==> src/hw/rtl/mips_subset_single_cycle_core_unit_macros.svh <==
// ----------------------------------------------------------------------------
// MIPS subset core assertion macros
// Shorthand for the clocked, reset-qualified checks used by the core.
// ----------------------------------------------------------------------------
`ifndef MIPS_SUBSET_SINGLE_CYCLE_CORE_UNIT_MACROS_SVH
`define MIPS_SUBSET_SINGLE_CYCLE_CORE_UNIT_MACROS_SVH

// The consequent must hold in the same cycle as the antecedent.
`define MSCC_CHECK(label, ante, cons, msg) \
    label: assert property (@(posedge i_clk) disable iff (!i_rst_n) (ante) |-> (cons)) \
        else $error(msg);

// The consequent must hold in the cycle after the antecedent.
`define MSCC_CHECK_NEXT(label, ante, cons, msg) \
    label: assert property (@(posedge i_clk) disable iff (!i_rst_n) (ante) |=> (cons)) \
        else $error(msg);

`endif

==> src/hw/rtl/mscc_pkg.sv <==
// ----------------------------------------------------------------------------
// MIPS subset core package
// Memory geometry, instruction codes and the structs shared by the core.
// ----------------------------------------------------------------------------
package mscc_pkg;

    // Data memory size in bytes; a power of two from 256 to 65536.
    localparam int DATA_MEM_BYTES = 65536;
    localparam int MEM_ADDR_W     = $clog2(DATA_MEM_BYTES);
    // The memory is split into four byte banks, one per byte lane.
    localparam int BANK_ROWS      = DATA_MEM_BYTES / 4;
    localparam int ROW_W          = MEM_ADDR_W - 2;

    localparam logic [31:0] HALT_WORD = 32'hFFFF_FFFF;

    localparam logic [5:0] OP_RTYPE = 6'd0;
    localparam logic [5:0] OP_J     = 6'd2;
    localparam logic [5:0] OP_BEQ   = 6'd4;
    localparam logic [5:0] OP_ADDIU = 6'd9;
    localparam logic [5:0] OP_LW    = 6'd35;
    localparam logic [5:0] OP_SW    = 6'd43;

    localparam logic [5:0] FN_ADDU = 6'd33;
    localparam logic [5:0] FN_SUBU = 6'd35;
    localparam logic [5:0] FN_AND  = 6'd36;
    localparam logic [5:0] FN_OR   = 6'd37;
    localparam logic [5:0] FN_NOR  = 6'd39;

    // Outcome of one instruction; reg_value of a load is filled in later.
    typedef struct packed {
        logic [31:0] next_pc;
        logic        halted;
        logic        reg_write;
        logic [4:0]  reg_index;
        logic [31:0] reg_value;
        logic        mem_write;
        logic        mem_read;
        logic [15:0] mem_address;
        logic [31:0] mem_data;
    } t_ex_result;

    // One access to the data memory.
    typedef struct packed {
        logic                  rd_en;
        logic                  wr_en;
        logic [MEM_ADDR_W-1:0] addr;
        logic [31:0]           wdata;
    } t_dmem_req;

endpackage

==> src/hw/rtl/mscc_exec.sv <==
// ----------------------------------------------------------------------------
// MIPS subset execute unit
// Decodes one instruction and computes its next PC, register write and
// memory access from the current PC and the two source operands.
// ----------------------------------------------------------------------------
module mscc_exec (
    input  logic [31:0]          i_instr,
    input  logic [31:0]          i_pc,
    input  logic [31:0]          i_a,
    input  logic [31:0]          i_b,
    output mscc_pkg::t_ex_result o_res
);

    logic [5:0]  w_op;
    logic [4:0]  w_rt;
    logic [4:0]  w_rd;
    logic [5:0]  w_fn;
    logic [31:0] w_imm;
    logic [31:0] w_pc4;
    logic [31:0] w_ea;

    assign w_op  = i_instr[31:26];
    assign w_rt  = i_instr[20:16];
    assign w_rd  = i_instr[15:11];
    assign w_fn  = i_instr[5:0];
    assign w_imm = {{16{i_instr[15]}}, i_instr[15:0]};
    assign w_pc4 = i_pc + 32'd4;
    assign w_ea  = i_a + w_imm;

    always_comb begin
        o_res         = '0;
        o_res.next_pc = w_pc4;
        if (i_instr == mscc_pkg::HALT_WORD) begin
            o_res.next_pc = i_pc;
            o_res.halted  = 1'b1;
        end else begin
            case (w_op)
                mscc_pkg::OP_RTYPE: begin
                    o_res.reg_index = w_rd;
                    o_res.reg_write = 1'b1;
                    case (w_fn)
                        mscc_pkg::FN_ADDU: o_res.reg_value = i_a + i_b;
                        mscc_pkg::FN_SUBU: o_res.reg_value = i_a - i_b;
                        mscc_pkg::FN_AND:  o_res.reg_value = i_a & i_b;
                        mscc_pkg::FN_OR:   o_res.reg_value = i_a | i_b;
                        mscc_pkg::FN_NOR:  o_res.reg_value = ~(i_a | i_b);
                        default:           o_res.reg_write = 1'b0;
                    endcase
                end
                mscc_pkg::OP_ADDIU: begin
                    o_res.reg_write = 1'b1;
                    o_res.reg_index = w_rt;
                    o_res.reg_value = w_ea;
                end
                mscc_pkg::OP_LW: begin
                    o_res.reg_write   = 1'b1;
                    o_res.reg_index   = w_rt;
                    o_res.mem_read    = 1'b1;
                    o_res.mem_address = 16'(w_ea[mscc_pkg::MEM_ADDR_W-1:0]);
                end
                mscc_pkg::OP_SW: begin
                    o_res.mem_write   = 1'b1;
                    o_res.mem_address = 16'(w_ea[mscc_pkg::MEM_ADDR_W-1:0]);
                    o_res.mem_data    = i_b;
                end
                mscc_pkg::OP_BEQ: begin
                    if (i_a == i_b) begin
                        o_res.next_pc = w_pc4 + {w_imm[29:0], 2'b00};
                    end
                end
                mscc_pkg::OP_J: begin
                    o_res.next_pc = {w_pc4[31:28], i_instr[25:0], 2'b00};
                end
                default: begin
                    o_res.next_pc = w_pc4;
                end
            endcase
            // Register zero is never written.
            if (!o_res.reg_write || o_res.reg_index == 5'd0) begin
                o_res.reg_write = 1'b0;
                o_res.reg_index = 5'd0;
                o_res.reg_value = 32'd0;
            end
        end
    end

endmodule
==> config.mk <==
export PLATFORM = sky130hd
export DESIGN_NAME = mscc_exec
export DESIGN_NICKNAME = d
export VERILOG_FILES = /design/src/hw/rtl/mips_subset_single_cycle_core_unit_macros.svh /design/src/hw/rtl/mscc_pkg.sv /design/src/hw/rtl/mscc_exec.sv
export SDC_FILE = /design/constraint.sdc
export NUM_CORES = 1
export LEC_CHECK = 0
export BUFFER_PORTS_ARGS = -buffer_cell sky130_fd_sc_hd__buf_2
export CORE_ASPECT_RATIO = 1.4
export CORE_MARGIN = 1
export CORE_UTILIZATION = 45
export DETAILED_ROUTE_END_ITERATION = 7
export PLACE_DENSITY = 0.7
export SYNTH_ARGS = -nofsm -noshare
export SYNTH_HDL_FRONTEND = slang
export SYNTH_SLANG_ARGS = --single-unit
==> constraint.sdc <==
create_clock -name vclk -period 6.4
set_clock_uncertainty 0.1 [all_clocks]
set_input_delay 1.6 -clock vclk [all_inputs]
set_output_delay 1.6 -clock vclk [all_outputs]
set_load 0.01 [all_outputs]
==> results_dict.tcl <==
set metrics [dict create \
    cellLeakagePower_nw 7.62 \
    path_delay_family "simple AND/OR/NAND/NOR gates" \
    period_minus_slack_ns 6.59 \
    grt_first_pass_wirelength_um 72600 \
    layout-drive-gt1-share 0.390 \
    register_area_sq_um 0 \
    netlist_area_sq_um 10200 \
    crit_path_end_kind "output pin" \
    fin_crit_sh 1.03 \
    chipWidth_um 129 \
    crit_arrival_ns 4.89 \
    first_iter_violations 974 \
    firstDrtPassIters 8 \
    grt_use_total 0.395 \
    required_ns 4.70 \
    core_sq_um 22000 \
    cp-start-kind "input pin" \
    grt_overflow 0 \
    placed_area_sq_um 14000 \
    maxSlewViolCount 0 \
    power.total_w 0.00128 \
    hold_path.startpoint "i_pc[31]" \
    crit_chain "buf_6, and4_4, nand3_4, nor2_4, nand4_1, buf_6, nor3_1, nand2_1, xnor2_2, ha_1, nand3_1, or3_1, nor4_1, mux2i_1, and4_1, mux2i_1, xor2_1, buf_2" \
    multiInputGateArea_sq_um 10600 \
    drtAntennaViolNets 0 \
    tightest_slew_ns 0.874 \
    synth_cells 1562 \
    setup_viol 15 \
    antenna_found_initial 3 \
    grt_pass1_vias 14300 \
    dp_hpwl_um 38800 \
    peakVddDrop_mv 0.0480 \
    via_count 14700 \
    grt_max_degree 62 \
    place_inst 2343 \
    synth.net_count 1863 \
    avgSynthCellArea_sq_um 6.53 \
    area_growth_pct 52.8 \
    nets 2384 \
    outcome "finished with violations" \
    cpPeakStageDelay_ns 0.35 \
    startpoint "i_pc[9]" \
    final_cell_mix "335 x buf_4, 233 x buf_2, 181 x nor2_1" \
    nFillCells 1867 \
    hold_buffers 0 \
    remaining_drc_errors 1 \
    min_path_type "input pin to output pin" \
    fin_util 0.708 \
    seq_cells 0 \
    die-area_sq_um 23300 \
    initial_core_util 0.463 \
    gp_congestion 1.06 \
    routed_wl_um 49500 \
    final_cell_count_no_fill 2378 \
    ys_warn_count 0 \
    row_count 64 \
    wl_per_cell_um 20.8 \
    num_io_pins 249 \
    rsz0062_at_grt "true" \
    failed_checks "design-rule violations, negative setup slack" \
    portBuffers 249 \
    post_drt_via_cell_ratio 6.20 \
    crit_slowest_cell "ha_1" \
    yosysSeqAreaShare 0 \
    die_h_um 180 \
    synth.distinct_cells 77 \
    setup_tns_ns -0.951 \
    worst-setup-path-type "input pin to output pin" \
    nClkBuffers 0 \
    crit_fanout 6 \
    maxCapViolations 0 \
    fin_ws_ns -0.194 \
    slew_headroom 0.417 \
    fmax_mhz 152 \
    final_area_sq_um 15600 \
    mostFrequentLayoutCell "buf_4" \
    powerDensity_nw_per_um2 82.2 \
    antenna_cells 0 \
    hold_viol 0 \
    cp_num_buf_inv 3 \
]
## Yosys cell counts, types with 28 or more instances
| cell type | n | area (sq um) |
|---|---|---|
| nor2_1 | 192 | 721 |
| ha_1 | 169 | 2110 |
| a21oi_1 | 167 | 836 |
| inv_1 | 120 | 450 |
| nand2_1 | 84 | 315 |
| clkbuf_1 | 78 | 293 |
| xnor2_1 | 71 | 622 |
| o21ai_0 | 67 | 335 |
| nor3_1 | 66 | 330 |
| a21o_1 | 59 | 443 |
| nand3_1 | 40 | 200 |
| nand4_1 | 32 | 200 |
| a222oi_1 | 30 | 300 |
| xor2_1 | 28 | 245 |
## power by group
part / total, W / internal [W] / switching, W
logic: 0.00128 / 0.000587 / 0.000695
registers: 0 / 0 / 0
clock network: 0 / 0 / 0
## layout make-up
cell class         count  area share
inverters            121      0.0301
multi-input cells   1355       0.680
well taps            297      0.0238
repair buffers       605       0.266
## per-layer routing
| metal | global-route usage | routed length [um] | up-vias |
|---|---|---|---|
| li1 | - | - | 6813 |
| met1 | 0.429 | 17900 | 6830 |
| met2 | 0.720 | 24300 | 862 |
| met3 | 0.0508 | 3770 | 240 |
| met4 | 0.227 | 3610 | 4 |
| met5 | 0 | 25 | - |
## timing repair
item                       4_1_cts  5_1_grt
resized for setup              124      156
buffers inserted                16       27
gates cloned                     0        2
pin swaps                       78      108
setup endpoints to repair       39       47
## through the flow
step           worst slack (ns)  hold slack, ns
4_1_cts                  -0.167            3.36
6_report                 -0.194            3.36
5_1_grt                  -0.396            3.37
2_1_floorplan            -0.152            3.18
3_3_place_gp             -0.393            3.37
3_5_place_dp             -0.459            3.36
## kinds of logic after synthesis
| kind of cell | after synthesis | share of synthesized area |
|---|---|---|
| compound gates | 534 | 0.352 |
| simple gates | 530 | 0.252 |
| buf+inv | 207 | 0.0777 |
| fa+ha+maj | 173 | 0.215 |
| xor+xnor | 99 | 0.0850 |
| mux | 19 | 0.0189 |
## final timing paths
kind                          to  slack, ns  depth (start not counted)
worst min-delay path  o_res[120]       3.36                          3
worst max-delay path  o_res[120]      -0.19                         18
Power figures use the tool's default switching activity.
